$ cat src/hdl/rmsod_pkg.sv
`default_nettype none
// ----------------------------------------------------------------------------
// rmsod_pkg
// Shared types and constants for the running mean / deviation outlier
// detector: channel payloads, queue entry, operation and class codes.
// ----------------------------------------------------------------------------
package rmsod_pkg;

   // fixed field widths
   localparam int SAMPLE_BITS    = 16;
   localparam int COUNT_BITS_DEF = 16;
   localparam int COUNT_OUT_BITS = 16;

   // deviation limit register
   localparam int LIMIT_BITS    = 4;
   localparam int LIMIT_SQ_BITS = 2 * LIMIT_BITS;
   localparam logic [LIMIT_BITS-1:0]    LIMIT_RESET    = LIMIT_BITS'(2);
   localparam logic [LIMIT_SQ_BITS-1:0] LIMIT_SQ_RESET =
      LIMIT_SQ_BITS'(LIMIT_RESET) * LIMIT_SQ_BITS'(LIMIT_RESET);

   // register port
   localparam int CSR_DATA_BITS  = 32;
   localparam int CSR_ADDR_BITS  = 3;
   localparam int CSR_INDEX_BITS = CSR_ADDR_BITS - 2;
   localparam logic [CSR_INDEX_BITS-1:0] REG_DEVIATION_LIMIT = CSR_INDEX_BITS'(0);

   // sticky flag positions
   localparam int FLAG_NAN     = 0;
   localparam int FLAG_POS_INF = 1;
   localparam int FLAG_NEG_INF = 2;
   localparam int FLAG_BITS    = 3;

   typedef enum logic {
      OP_TRAIN = 1'b0,
      OP_QUERY = 1'b1
   } operation_type;

   typedef enum logic [1:0] {
      CLASS_FINITE  = 2'd0,
      CLASS_NAN     = 2'd1,
      CLASS_POS_INF = 2'd2,
      CLASS_NEG_INF = 2'd3
   } value_class_type;

   // what the back end has to do with a queued item
   typedef enum logic [1:0] {
      KIND_TRAIN_FINITE  = 2'd0,
      KIND_TRAIN_SPECIAL = 2'd1,
      KIND_QUERY_FINITE  = 2'd2,
      KIND_QUERY_SPECIAL = 2'd3
   } item_kind_type;

   typedef struct packed {
      operation_type                 operation;
      value_class_type               value_class;
      logic signed [SAMPLE_BITS-1:0] sample;
   } req_payload_type;

   typedef struct packed {
      logic                      accepted;
      logic                      nan_permitted;
      logic                      pos_inf_permitted;
      logic                      neg_inf_permitted;
      logic [COUNT_OUT_BITS-1:0] sample_count;
      logic                      count_full;
   } rsp_payload_type;

   typedef struct packed {
      item_kind_type                 kind;
      value_class_type               value_class;
      logic signed [SAMPLE_BITS-1:0] sample;
   } work_item_type;

   typedef struct packed {
      logic          valid;
      work_item_type item;
   } queue_head_type;

endpackage
`default_nettype wire

$ cat src/hdl/rmsod_front.sv
`default_nettype none
// ----------------------------------------------------------------------------
// rmsod_front
// Input side: takes request beats, classifies each into a work kind and
// holds it in a two-entry queue for the back end.
// ----------------------------------------------------------------------------
module rmsod_front (
   input  logic                       clock,
   input  logic                       reset,
   input  logic                       req_valid,
   output logic                       req_stall,
   input  rmsod_pkg::req_payload_type req_payload,
   output rmsod_pkg::queue_head_type  head,
   input  logic                       head_pop
);
   import rmsod_pkg::*;

   localparam int DEPTH    = 2;
   localparam int PTR_BITS = (DEPTH > 1) ? $clog2(DEPTH) : 1;
   localparam int CNT_BITS = $clog2(DEPTH + 1);

   work_item_type       slot_ff [DEPTH];
   logic [PTR_BITS-1:0] wr_ptr_ff, wr_ptr_in;
   logic [PTR_BITS-1:0] rd_ptr_ff, rd_ptr_in;
   logic [CNT_BITS-1:0] count_ff, count_in;
   work_item_type       item_in;
   logic                push;

   // classify the incoming beat
   always_comb begin
      item_in.value_class = req_payload.value_class;
      item_in.sample      = req_payload.sample;
      unique case (req_payload.operation)
         OP_TRAIN: begin
            item_in.kind = (req_payload.value_class == CLASS_FINITE) ?
                           KIND_TRAIN_FINITE : KIND_TRAIN_SPECIAL;
         end
         OP_QUERY: begin
            item_in.kind = (req_payload.value_class == CLASS_FINITE) ?
                           KIND_QUERY_FINITE : KIND_QUERY_SPECIAL;
         end
      endcase
   end

   // queue control
   assign req_stall = (count_ff == CNT_BITS'(DEPTH));
   assign push      = req_valid && !req_stall;

   always_comb begin
      wr_ptr_in = wr_ptr_ff;
      rd_ptr_in = rd_ptr_ff;
      count_in  = count_ff;
      if (push) begin
         wr_ptr_in = (wr_ptr_ff == PTR_BITS'(DEPTH - 1)) ? '0 : wr_ptr_ff + 1'b1;
      end
      if (head_pop) begin
         rd_ptr_in = (rd_ptr_ff == PTR_BITS'(DEPTH - 1)) ? '0 : rd_ptr_ff + 1'b1;
      end
      if (push && !head_pop) begin
         count_in = count_ff + 1'b1;
      end else if (!push && head_pop) begin
         count_in = count_ff - 1'b1;
      end
   end

   always_ff @(posedge clock) begin
      if (reset) begin
         wr_ptr_ff <= '0;
         rd_ptr_ff <= '0;
         count_ff  <= '0;
      end else begin
         wr_ptr_ff <= wr_ptr_in;
         rd_ptr_ff <= rd_ptr_in;
         count_ff  <= count_in;
      end
   end

   // queue storage
   always_ff @(posedge clock) begin
      if (push) begin
         slot_ff[wr_ptr_ff] <= item_in;
      end
   end

   assign head.valid = (count_ff != '0);
   assign head.item  = slot_ff[rd_ptr_ff];

   // checks
   a_count_bound: assert property (@(posedge clock) disable iff (reset)
      1'b1 |-> count_ff <= CNT_BITS'(DEPTH))
      else $error("queue count beyond depth");

   a_pop_nonempty: assert property (@(posedge clock) disable iff (reset)
      head_pop |-> count_ff != '0)
      else $error("pop from empty queue");

   a_push_grows: assert property (@(posedge clock) disable iff (reset)
      (push && !head_pop) |=> count_ff == $past(count_ff) + 1'b1)
      else $error("queue count did not follow push");

endmodule
`default_nettype wire

$ cat src/hdl/rmsod_back.sv
`default_nettype none
// ----------------------------------------------------------------------------
// rmsod_back
// Execution side: keeps count, sum, sum of squares and the scaled variance,
// runs finite train and query items through one shared signed multiplier and
// holds the result beat in an output register.
// ----------------------------------------------------------------------------
module rmsod_back #(
   parameter int COUNT_BITS = rmsod_pkg::COUNT_BITS_DEF
) (
   input  logic                                 clock,
   input  logic                                 reset,
   input  rmsod_pkg::queue_head_type            head,
   output logic                                 head_pop,
   input  logic [rmsod_pkg::LIMIT_SQ_BITS-1:0]  limit_sq,
   output logic                                 rsp_valid,
   input  logic                                 rsp_stall,
   output rmsod_pkg::rsp_payload_type           rsp_payload
);
   import rmsod_pkg::*;

   localparam int SUM_W    = SAMPLE_BITS + COUNT_BITS;
   localparam int SQ_W     = 2 * SAMPLE_BITS - 2 + COUNT_BITS;
   localparam int SQ_LO_W  = (SQ_W + 1) / 2;
   localparam int VAR_W    = 2 * SAMPLE_BITS - 2 + 2 * COUNT_BITS;
   localparam int VAR_LO_W = (VAR_W + 1) / 2;
   localparam int OPND_W   = SAMPLE_BITS + COUNT_BITS + 1;
   localparam int PROD_W   = 2 * OPND_W;
   localparam int SQR_W    = 2 * (SAMPLE_BITS + COUNT_BITS);
   localparam int ACC_W    = VAR_W + LIMIT_SQ_BITS;

   typedef enum logic [2:0] {
      ST_IDLE,
      ST_TRAIN_LO,
      ST_TRAIN_HI,
      ST_TRAIN_VAR,
      ST_QUERY_SQ,
      ST_QUERY_KHI,
      ST_QUERY_KLO,
      ST_QUERY_CMP
   } state_type;

   state_type                 state_ff, state_in;
   logic [COUNT_BITS-1:0]     n_ff, n_in;
   logic signed [SUM_W-1:0]   sum_ff, sum_in;
   logic [SQ_W-1:0]           sq_ff, sq_in;
   logic [VAR_W-1:0]          var_ff, var_in;
   logic [FLAG_BITS-1:0]      flags_ff, flags_in;
   logic signed [OPND_W-1:0]  d_ff, d_in;
   logic [SQR_W-1:0]          lhs_ff, lhs_in;
   logic [ACC_W-1:0]          acc_ff, acc_in;
   logic                      rsp_valid_ff, rsp_valid_in;
   rsp_payload_type           rsp_payload_ff, rsp_payload_in;

   logic signed [OPND_W-1:0]  mul_a, mul_b;
   logic signed [PROD_W-1:0]  prod;
   logic                      out_free;
   logic                      out_write;
   logic                      accepted;
   logic                      n_full;
   rsp_payload_type           out_data;

   // flag bit for a special value class
   function automatic logic [FLAG_BITS-1:0] class_mask(value_class_type cls);
      logic [FLAG_BITS-1:0] mask;
      unique case (cls)
         CLASS_NAN:     mask = FLAG_BITS'(1) << FLAG_NAN;
         CLASS_POS_INF: mask = FLAG_BITS'(1) << FLAG_POS_INF;
         CLASS_NEG_INF: mask = FLAG_BITS'(1) << FLAG_NEG_INF;
         CLASS_FINITE:  mask = '0;
      endcase
      return mask;
   endfunction

   assign n_full   = (n_ff == '1);
   assign out_free = !rsp_valid_ff || !rsp_stall;

   // shared multiplier operand select
   always_comb begin
      unique case (state_ff)
         ST_IDLE: begin
            if (head.item.kind == KIND_QUERY_FINITE) begin
               mul_a = OPND_W'(n_ff);
            end else begin
               mul_a = OPND_W'(head.item.sample);
            end
            mul_b = OPND_W'(head.item.sample);
         end
         ST_TRAIN_LO: begin
            mul_a = OPND_W'(n_ff);
            mul_b = OPND_W'(sq_ff[SQ_LO_W-1:0]);
         end
         ST_TRAIN_HI: begin
            mul_a = OPND_W'(n_ff);
            mul_b = OPND_W'(sq_ff[SQ_W-1:SQ_LO_W]);
         end
         ST_TRAIN_VAR: begin
            mul_a = OPND_W'(sum_ff);
            mul_b = OPND_W'(sum_ff);
         end
         ST_QUERY_SQ: begin
            mul_a = d_ff;
            mul_b = d_ff;
         end
         ST_QUERY_KHI: begin
            mul_a = OPND_W'(var_ff[VAR_W-1:VAR_LO_W]);
            mul_b = OPND_W'(limit_sq);
         end
         ST_QUERY_KLO: begin
            mul_a = OPND_W'(var_ff[VAR_LO_W-1:0]);
            mul_b = OPND_W'(limit_sq);
         end
         ST_QUERY_CMP: begin
            mul_a = '0;
            mul_b = '0;
         end
      endcase
   end

   assign prod = mul_a * mul_b;

   // sequencer and datapath next values
   always_comb begin
      state_in  = state_ff;
      n_in      = n_ff;
      sum_in    = sum_ff;
      sq_in     = sq_ff;
      var_in    = var_ff;
      flags_in  = flags_ff;
      d_in      = d_ff;
      lhs_in    = lhs_ff;
      acc_in    = acc_ff;
      head_pop  = 1'b0;
      out_write = 1'b0;
      accepted  = 1'b0;

      unique case (state_ff)
         ST_IDLE: begin
            if (head.valid) begin
               unique case (head.item.kind)
                  KIND_TRAIN_SPECIAL: begin
                     if (out_free) begin
                        flags_in  = flags_ff | class_mask(head.item.value_class);
                        head_pop  = 1'b1;
                        out_write = 1'b1;
                     end
                  end
                  KIND_QUERY_SPECIAL: begin
                     if (out_free) begin
                        accepted  = |(flags_ff & class_mask(head.item.value_class));
                        head_pop  = 1'b1;
                        out_write = 1'b1;
                     end
                  end
                  KIND_TRAIN_FINITE: begin
                     if (n_full) begin
                        // saturated count: sample ignored
                        if (out_free) begin
                           head_pop  = 1'b1;
                           out_write = 1'b1;
                        end
                     end else begin
                        n_in     = n_ff + 1'b1;
                        sum_in   = sum_ff + SUM_W'(head.item.sample);
                        sq_in    = sq_ff + SQ_W'(unsigned'(prod));
                        if (n_ff == '0) begin
                           flags_in = '0;
                        end
                        head_pop = 1'b1;
                        state_in = ST_TRAIN_LO;
                     end
                  end
                  KIND_QUERY_FINITE: begin
                     if (n_ff == '0) begin
                        // no samples yet: only zero passes
                        if (out_free) begin
                           accepted  = (head.item.sample == '0);
                           head_pop  = 1'b1;
                           out_write = 1'b1;
                        end
                     end else begin
                        d_in     = prod[OPND_W-1:0] - OPND_W'(sum_ff);
                        head_pop = 1'b1;
                        state_in = ST_QUERY_SQ;
                     end
                  end
               endcase
            end
         end
         // n * sumsq in two halves, then minus sum^2
         ST_TRAIN_LO: begin
            acc_in   = ACC_W'(unsigned'(prod));
            state_in = ST_TRAIN_HI;
         end
         ST_TRAIN_HI: begin
            acc_in   = acc_ff + (ACC_W'(unsigned'(prod)) << SQ_LO_W);
            state_in = ST_TRAIN_VAR;
         end
         ST_TRAIN_VAR: begin
            if (out_free) begin
               var_in    = acc_ff[VAR_W-1:0] - VAR_W'(unsigned'(prod));
               out_write = 1'b1;
               state_in  = ST_IDLE;
            end
         end
         // squared offset, then k^2 * variance in two halves
         ST_QUERY_SQ: begin
            lhs_in   = SQR_W'(unsigned'(prod));
            state_in = ST_QUERY_KHI;
         end
         ST_QUERY_KHI: begin
            acc_in   = ACC_W'(unsigned'(prod)) << VAR_LO_W;
            state_in = ST_QUERY_KLO;
         end
         ST_QUERY_KLO: begin
            acc_in   = acc_ff + ACC_W'(unsigned'(prod));
            state_in = ST_QUERY_CMP;
         end
         ST_QUERY_CMP: begin
            if (out_free) begin
               accepted  = (ACC_W'(lhs_ff) <= acc_ff);
               out_write = 1'b1;
               state_in  = ST_IDLE;
            end
         end
      endcase
   end

   // result beat from the post-item state
   always_comb begin
      out_data.accepted          = accepted;
      out_data.nan_permitted     = flags_in[FLAG_NAN];
      out_data.pos_inf_permitted = flags_in[FLAG_POS_INF];
      out_data.neg_inf_permitted = flags_in[FLAG_NEG_INF];
      out_data.sample_count      = COUNT_OUT_BITS'(n_in);
      out_data.count_full        = (n_in == '1);
   end

   // output register
   always_comb begin
      if (out_write) begin
         rsp_valid_in   = 1'b1;
         rsp_payload_in = out_data;
      end else begin
         rsp_valid_in   = rsp_valid_ff && rsp_stall;
         rsp_payload_in = rsp_payload_ff;
      end
   end

   always_ff @(posedge clock) begin
      if (reset) begin
         state_ff     <= ST_IDLE;
         n_ff         <= '0;
         sum_ff       <= '0;
         sq_ff        <= '0;
         var_ff       <= '0;
         flags_ff     <= '0;
         rsp_valid_ff <= 1'b0;
      end else begin
         state_ff     <= state_in;
         n_ff         <= n_in;
         sum_ff       <= sum_in;
         sq_ff        <= sq_in;
         var_ff       <= var_in;
         flags_ff     <= flags_in;
         rsp_valid_ff <= rsp_valid_in;
      end
      d_ff           <= d_in;
      lhs_ff         <= lhs_in;
      acc_ff         <= acc_in;
      rsp_payload_ff <= rsp_payload_in;
   end

   assign rsp_valid   = rsp_valid_ff;
   assign rsp_payload = rsp_payload_ff;

   // checks
   a_count_monotonic: assert property (@(posedge clock) disable iff (reset)
      1'b1 |=> n_ff >= $past(n_ff))
      else $error("sample count went down");

   a_first_sample_clears: assert property (@(posedge clock) disable iff (reset)
      (n_ff == COUNT_BITS'(1) && $past(n_ff) == '0) |-> flags_ff == '0)
      else $error("special flags survived first finite sample");

   a_leave_idle_on_pop: assert property (@(posedge clock) disable iff (reset)
      (state_ff != ST_IDLE && $past(state_ff) == ST_IDLE) |-> $past(head_pop))
      else $error("sequencer started without taking a queue entry");

endmodule
`default_nettype wire

$ cat src/hdl/running_mean_std_outlier_detector_top.sv
`default_nettype none
// ----------------------------------------------------------------------------
// running_mean_std_outlier_detector_top
// Running-statistics outlier detector: trains count, sum and sum of squares
// and answers whether a sample lies within k population deviations.
// ----------------------------------------------------------------------------
//  channel   direction  handshake                           payload
//  req_*     in         req_valid / req_stall               req_payload_type
//  rsp_*     out        rsp_valid / rsp_stall               rsp_payload_type
//  csr_*     in/out     psel, penable, pwrite, pready       deviation_limit
//
//  finite train: states TRAIN_LO, TRAIN_HI, TRAIN_VAR; finite query: QUERY_SQ,
//  QUERY_KHI, QUERY_KLO, QUERY_CMP; special values, a saturated count or a query
//  with no samples: answered from idle. The steps share the one signed multiplier.
//  reset is synchronous: clears statistics, flags and queue; limit back to 2.
//  a two-entry queue takes beats while the back end works; a held result
//  stalls the back end, and the input stalls once both queue entries are taken.
// ----------------------------------------------------------------------------
module running_mean_std_outlier_detector_top #(
   parameter int COUNT_BITS = rmsod_pkg::COUNT_BITS_DEF
) (
   input  logic                                  clock,
   input  logic                                  reset,
   input  logic                                  req_valid,
   output logic                                  req_stall,
   input  rmsod_pkg::req_payload_type            req_payload,
   output logic                                  rsp_valid,
   input  logic                                  rsp_stall,
   output rmsod_pkg::rsp_payload_type            rsp_payload,
   input  logic                                  csr_psel,
   input  logic                                  csr_penable,
   input  logic                                  csr_pwrite,
   input  logic [rmsod_pkg::CSR_ADDR_BITS-1:0]   csr_paddr,
   input  logic [rmsod_pkg::CSR_DATA_BITS-1:0]   csr_pwdata,
   output logic [rmsod_pkg::CSR_DATA_BITS-1:0]   csr_prdata,
   output logic                                  csr_pready
);
   import rmsod_pkg::*;

   logic [LIMIT_BITS-1:0]     limit_ff, limit_in;
   logic [LIMIT_SQ_BITS-1:0]  limit_sq_ff, limit_sq_in;
   logic [CSR_INDEX_BITS-1:0] csr_index;
   logic                      csr_write;
   queue_head_type            head;
   logic                      head_pop;

   // register port
   assign csr_pready = 1'b1;
   assign csr_index  = csr_paddr[CSR_ADDR_BITS-1:2];
   assign csr_write  = csr_psel && csr_penable && csr_pwrite && csr_pready &&
                       (csr_index == REG_DEVIATION_LIMIT);

   always_comb begin
      limit_in    = limit_ff;
      limit_sq_in = limit_sq_ff;
      if (csr_write) begin
         limit_in    = csr_pwdata[LIMIT_BITS-1:0];
         limit_sq_in = LIMIT_SQ_BITS'(csr_pwdata[LIMIT_BITS-1:0]) *
                       LIMIT_SQ_BITS'(csr_pwdata[LIMIT_BITS-1:0]);
      end
   end

   always_ff @(posedge clock) begin
      if (reset) begin
         limit_ff    <= LIMIT_RESET;
         limit_sq_ff <= LIMIT_SQ_RESET;
      end else begin
         limit_ff    <= limit_in;
         limit_sq_ff <= limit_sq_in;
      end
   end

   assign csr_prdata = (csr_index == REG_DEVIATION_LIMIT) ?
                       CSR_DATA_BITS'(limit_ff) : '0;

   // front end: classify and queue
   rmsod_front u_front (
      .clock       (clock),
      .reset       (reset),
      .req_valid   (req_valid),
      .req_stall   (req_stall),
      .req_payload (req_payload),
      .head        (head),
      .head_pop    (head_pop)
   );

   // back end: statistics and test
   rmsod_back #(
      .COUNT_BITS (COUNT_BITS)
   ) u_back (
      .clock       (clock),
      .reset       (reset),
      .head        (head),
      .head_pop    (head_pop),
      .limit_sq    (limit_sq_ff),
      .rsp_valid   (rsp_valid),
      .rsp_stall   (rsp_stall),
      .rsp_payload (rsp_payload)
   );

endmodule
`default_nettype wire
$ cat config.mk
export PLATFORM = sky130hd
export DESIGN_NAME = running_mean_std_outlier_detector_top
export DESIGN_NICKNAME = d
export VERILOG_FILES = /design/src/hdl/rmsod_pkg.sv /design/src/hdl/rmsod_front.sv /design/src/hdl/rmsod_back.sv /design/src/hdl/running_mean_std_outlier_detector_top.sv
export SDC_FILE = /design/constraint.sdc
export NUM_CORES = 2
export LEC_CHECK = 0
export BUFFER_PORTS_ARGS = -buffer_cell sky130_fd_sc_hd__buf_2
export CORE_MARGIN = 2
export CORE_UTILIZATION = 28
export CTS_CLUSTER_SIZE = 20
export DETAILED_ROUTE_END_ITERATION = 6
export PLACE_DENSITY_LB_ADDON = 0.05
export SLEW_MARGIN = 20
export SYNTH_ARGS = -nofsm -noshare
export SYNTH_HDL_FRONTEND = slang
export SYNTH_SLANG_ARGS = --single-unit
$ cat constraint.sdc
create_clock -name clock -period 22.4 [get_ports clock]
set_input_delay 0 -clock clock [delete_from_list [all_inputs] [get_ports clock]]
set_output_delay 0 -clock clock [all_outputs]
set_load 0.05 [all_outputs]
After elaboration in Yosys (flattened, before gate mapping)
Memory sizes are Yosys's and may differ from the RTL's. A register that Yosys moved wholly into a read port is not among the register bits.
Index checks and enable logic that the tools add are counted.
{"block": "op_classes", "n_addsub": 11, "mul": 2, "magnitude_cmp": 1, "n_eq_ne": 21, "mux": 59, "bitwise_logic": 6, "reduce_logical": 31}
{"op": "$pmux 33 s7", "count": 2}
{"op": "$pmux 70 s4", "count": 1}
{"op": "$add 70x66->70", "count": 1}
{"op": "$add 70x70->70", "count": 1}
{"op": "$le 64x70->1", "count": 1}
{"op": "$mul 33x33->66", "count": 1}
{"op": "$mux 16", "count": 4}
{"op": "$sub 62x62->62", "count": 1}
{"op": "$mux 3", "count": 16}
{"op": "$add 46x46->46", "count": 1}
{"op": "$mux 33", "count": 1}
{"op": "$sub 33x33->33", "count": 1}
{"op": "$add 32x16->32", "count": 1}
{"op": "$eq 16x16->1 const B", "count": 2}
{"op": "$logic_not 16->1", "count": 2}
{"op": "$mux 1", "count": 22}
{"op": "$pmux 3 s7", "count": 1}
{"op": "$add 16x1->16 const B", "count": 1}
{"op": "$eq 3x3->1 const B", "count": 4}
{"op": "$pmux 3 s2", "count": 2}
{"op": "$pmux 3 s4", "count": 1}
{"op": "$eq 2x2->1 const B", "count": 5}
{"op": "$mul 4x4->8", "count": 1}
{"op": "$reduce_and 4->1", "count": 2}
{"op": "other kinds (29)", "count": 56}
{"block": "word_totals", "reg_bits": 367, "ram_bits": 40, "output_inout_bits": 56, "elab_cells": 153, "memories": 1}
{"memory": "u_front.slot_ff", "depth": 2, "width": 20, "read_ports": 1, "rd_clocked_by_memory_dff": 1, "write_ports": 1, "line": "rmsod_front.sv:22", "rtl": "work_item_type slot_ff [DEPTH];"}

Depth between registers and ports, before layout
{"block": "depth", "depth_word": 12, "ltp_mapped": 52, "depth_no_buf": 50}

Cells and area by module
From an unflattened synthesis, not the netlist that was laid out.
{"block": "unflattened", "cells_unflattened": 8479, "area_unflattened_um2": 72670.9}
{"mod": "rmsod_back", "instances": 1, "cells_per_inst": 8295, "area_each_um2": 70209.8, "seq_area_each_um2": 8908.5}
{"mod": "rmsod_front", "instances": 1, "cells_per_inst": 88, "area_each_um2": 1661.6, "seq_area_each_um2": 1301.2}
{"mod": "running_mean_std_outlier_detector_top", "instances": 1, "cells_per_inst": 96, "area_each_um2": 799.5, "seq_area_each_um2": 200.2}

Worst setup path after synthesis
No wires, ideal clock.
{"block": "synth_timing", "kind": "reg2reg", "start": "register u_back.state_ff[1]", "end": "register u_back.acc_ff[69] (data pin)", "setup_ns": 0.270, "t_arrival_ns": 16.286, "setup_slack_ns": 5.844, "stages_incl_launch_ff": 47, "n_path_buf": 4, "synth_period_minus_slack_ns": 16.556, "cell_sequence": "dfxtp_1 -> clkbuf_1 -> clkbuf_1 -> nor3_1 -> a22oi_1 -> a21oi_1 -> clkbuf_1 -> nand2_1 -> fa_1 -> fa_1 -> fa_1 -> inv_1 -> fa_1 -> inv_1 -> fa_1 -> inv_1 -> fa_1 -> fa_1 -> [11 not listed] -> o21ai_0 -> a31oi_1 -> o21ai_0 -> xnor2_1 -> inv_1 -> ha_1 -> clkbuf_1 -> a21oi_1 -> o21bai_1 -> a21oi_1 -> o21a_1 -> o21ai_0 -> a221oi_1 -> o21a_1 -> o31a_1 -> and4b_1 -> a2111oi_1 -> o21ai_2"}
{"block": "synth_between", "elab_chain_cells": 6, "word_cells_on_any_way": 16, "classes_between": "2 x add/sub; 1 x mul; 7 x eq/ne; 3 x mux; 3 x reduce/logical"}
{"element": "start, declared", "line": "rmsod_back.sv:43", "rtl": "state_type state_ff, state_in;"}
{"element": "start signal, assigned", "line": "rmsod_back.sv:260", "rtl": "state_ff <= state_in;"}
{"element": "$eq 3x1->1 (tied with other cells)", "line": "rmsod_back.sv:80", "rtl": "unique case (state_ff)"}
{"element": "$reduce_or 2->1 (no source line)"}
{"element": "$pmux 33 s7", "line": "rmsod_back.sv:80"}
{"element": "$mul 33x33->66 *", "line": "rmsod_back.sv:120", "rtl": "assign prod = mul_a * mul_b;"}
{"element": "named net u_back.prod[44]", "line": "rmsod_back.sv:56", "rtl": "logic signed [PROD_W-1:0] prod;"}
{"element": "$add 70x66->70 / $add 70x70->70 (equally long branches)", "line": "rmsod_back.sv:216, rmsod_back.sv:196"}
{"element": "$pmux 70 s4 *", "line": "rmsod_back.sv:137", "rtl": "unique case (state_ff)"}
{"element": "named net u_back.acc_in[69]", "line": "rmsod_back.sv:51", "rtl": "logic [ACC_W-1:0] acc_ff, acc_in;"}
{"element": "end signal, assigned", "line": "rmsod_back.sv:270", "rtl": "acc_ff <= acc_in;"}
{"element": "end, declared", "line": "rmsod_back.sv:51"}
The timed path passes the listed nets; every way through them passes the cells marked *.
A chain may end at the register's enable or synchronous reset.

Worst setup path in the final report
{"block": "layout_timing", "start": "register u_back.state_ff[2]", "end": "register u_back.acc_ff[66] (data pin)"}
{"block": "layout_between", "elab_chain_cells": 6, "word_cells_on_any_way": 16, "classes_between": "2 x add/sub; 1 x mul; 7 x eq/ne; 3 x mux; 3 x reduce/logical"}
{"element": "$eq 3x1->1 (tied with other cells)", "line": "rmsod_back.sv:80"}
{"element": "$reduce_or 2->1 (no source line)"}
{"element": "$pmux 33 s7", "line": "rmsod_back.sv:80"}
{"element": "$mul 33x33->66 *", "line": "rmsod_back.sv:120"}
{"element": "named net u_back.prod[51]", "line": "rmsod_back.sv:56"}
{"element": "$add 70x66->70 *", "line": "rmsod_back.sv:216", "rtl": "acc_in = acc_ff + ACC_W'(unsigned'(prod));"}
{"element": "$pmux 70 s4 *", "line": "rmsod_back.sv:137"}
{"element": "named net u_back.acc_in[66]", "line": "rmsod_back.sv:51"}
Marks and branches as above.

==> flow_summary_export.csv <==
group,metric,value,unit
place,port_buffers,57,
global_route,grt_pass1_vias,61800,
layout,fin_nets,10100,
route,vias,60300,
setup_path,reg2reg_slack,6.39,ns
synthesis,avgSynthCellArea,8.62,um2
hold_path,hp-class,"in2reg",
die,die_h,510,um
route,drc_errors,0,
sta,fmax,62.5,MHz
place,place.gp.congestion,0.915,
clocking,cts_tree,"yes",
synthesis,synthCells,8328,
die,num_rows,185,
sta,setup_violations,0,
hold_path,hold_path_depth,2,
global_route,antenna_found_initial,31,
clocking,cts_buffers,53,
synthesis,ys_seq_area_share,14.5,%
synthesis,netlist_area,71800,um2
route,routed_via_density,5.12,
global_route,grt-ovfl-total,0,
global_route,grt_pass1_wl,481000,um
route,drtIter0Drc,5481,
place,dp_hpwl,271000,um
route,firstDrtPassIters,5,
clocking,clkTransAtPathRegs,0.06,ns
die,core_area,255000,um2
sta,worstMarginPinSlew,1.15,ns
synthesis,yosysWarnings,0,
synthesis,netlist_top_cells_area,"fa_1 (32%), ha_1 (10%), edfxtp_1 (9.5%)",
setup_path,path_max_fanout,33,
setup_path,start_kind,"flip-flop",
clocking,ctsResizeCount,0,
setup_path,critPathBufInv,13,
layout,drive_gt1_share,6.54,%
setup_path,critPathTopFamily,"adder cells",
clocking,clock-root-buffer,"clkbuf_16",
clocking,clk_latency,0.69,ns
route,drt_wl_total,339000,um
setup_path,worstSetupEndpointType,"flip-flop",
synthesis,async_flop_share,0,%
setup_path,worstSetupPathType,"reg2reg",
clocking,clock_path_buffers,3,
sta,final_max_slew_viol_count,0,
flow_run,max_cap_viol_count,0,
setup_path,crit_slowest_cell,"o21ai_0",
synthesis,synth_commonest_cells,"inv_1 (1442), fa_1 (1152), nand2_1 (926), nor2_1 (915), ha_1 (580)",
layout,final_util,31.2,%
synthesis,synth_edf_count,228,
synthesis,synth_cell_type_count,99,
setup_path,crit_top_cell,"fa_1",
setup_path,critPathRequiredTime,22.82,ns
sta,skew,0.0310,ns
die,pin_count,117,
setup_path,path_depth,48,
synthesis,synthFlopType,"edfxtp_1",
route,wl_per_cell,28.8,um
sta,tns,0,ns
die,fp.dieW,510,um
setup_path,r2r_cells,48,
sta,finalHoldViolations,0,
run_status,run_status,"complete, no violations",
global_route,grt_use_total,26.1,%
die,die-area,261000,um2
synthesis,post-synth-top-count-cell,"inv_1",
hold_path,worstHoldEndpoint,"u_front.slot_ff[0][3]",
synthesis,ys_seq_elements,406,
setup_path,reg2reg_to,"u_back.acc_ff[66]",
die,initial_core_util,28.2,%
setup_path,cp.arrival,16.43,ns
setup_path,slowest_delay,0.79,ns
sta,finalCritPeriodShare,71.5,%
global_route,grt_max_degree,79,
layout,syn2layout_area_growth,10.5,%
layout,fillers,27200,
sta,max-slew-margin-rel,23.1,%
sta,fin_crit,16.01,ns
sta,rsz0062_at_grt,"no",
clocking,htreeDepth,2,
clocking,cts.sinks,406,
hold_path,min-delay-start,"req_payload[3]",
setup_path,timing.rr.start,"u_back.state_ff[2]",
route,ant_nets,0,
synthesis,yosysTopAreaCellShare,32.1,%
synthesis,yosys.area.top_type,"fa_1",
==> registers in the layout, indices dropped and copies added, names as in the netlist, named ones only <==
name	flops
u_back.acc_ff	70
u_back.lhs_ff	64
u_back.var_ff	62
u_back.sq_ff	46
u_front.slot_ff	40
u_back.d_ff	33
u_back.sum_ff	32
u_back.rsp_payload	21
u_back.n_ff	16
limit_sq_ff	6
limit_ff	4
u_back.flags_ff	3
u_back.state_ff	3
u_front.count_ff	2
u_back.rsp_valid	1
u_front.rd_ptr_ff	1
u_front.wr_ptr_ff	1
==> placed cells by master, fill, tap and decap left out, drive strengths merged, types with 70 or more instances in the layout <==
cell       n
o21ai    266
ha       580
edfxtp   228
a211oi    73
o21bai    79
fa      1152
dfxtp    178
buf      291
nor2     915
inv     1446
xor2      96
a21oi    515
xnor2    241
a21o     198
clkbuf    70
nand3     83
nand2    926
==> logic make-up (layout without fill, tap and decap cells) <==
kind of cell    after synthesis  in the layout  share of synthesized area [%]
compound gates             1591           1591                           14.5
xor+xnor                    337            337                           4.11
fa+ha+maj                  1732           1732                           42.2
buf+inv                    1833           1877                           9.78
flops                       406            406                           14.5
mux                          46             46                          0.721
other cells                   2             37                         0.0105
simple gates               2381           2381                           14.2
==> layer usage <==
metal	wire (um)	track usage, %	vias up
li1	-	-	26900
met1	164000	38.7	31400
met2	148000	40.1	1714
met3	19700	3.62	257
met4	7540	5.17	4
met5	26	0	-
==> stage by stage <==
| step | hold slack (ns) | std cells | area [um2] | setup slack (ns) |
|---|---|---|---|---|
| after floorplan | 0.0989 | 8355 | 71900 | 5.84 |
| after global placement | 0.190 | 11600 | 77000 | 6.55 |
| after detailed placement | 0.193 | 11600 | 77100 | 6.62 |
| after CTS | 0.00322 | 11800 | 79300 | 6.54 |
| after global routing | 0.0272 | 11800 | 79300 | 5.80 |
| final | 0.0403 | 11800 | 79300 | 6.39 |
==> layout make-up <==
| class | instances | area (um2) | area share [%] |
|---|---|---|---|
| antenna | 8 | 20.0 | 0.0252 |
| clock buffer | 68 | 1470 | 1.85 |
| clock inverter | 31 | 400 | 0.505 |
| inverter | 1449 | 5440 | 6.86 |
| multi-input combinational | 6116 | 54900 | 69.3 |
| sequential | 406 | 10400 | 13.1 |
| tap | 3366 | 4210 | 5.31 |
| timing repair buffer | 329 | 2420 | 3.06 |
==> worst max-delay path by stage <==
stage	to	startpoint	slack [ns]
finish	u_back.acc_ff[66]	u_back.state_ff[2]	6.39
global route	u_back.acc_ff[69]	u_back.state_ff[2]	5.80
CTS	u_back.acc_ff[69]	u_back.state_ff[2]	6.54
detailed placement	u_back.acc_ff[69]	u_back.state_ff[2]	6.62
global placement	u_back.acc_ff[69]	u_back.state_ff[2]	6.55
floorplan	u_back.acc_ff[69]	u_back.state_ff[1]	5.84
==> timing repair <==
action	CTS	global route
endpoints found under the hold margin	117	0
setup buffers	0	0
hold buffers	36	0
Power is left out: the tool's default activity adds up to more than one toggle a clock period on the data nets, which glitch-free logic cannot reach.
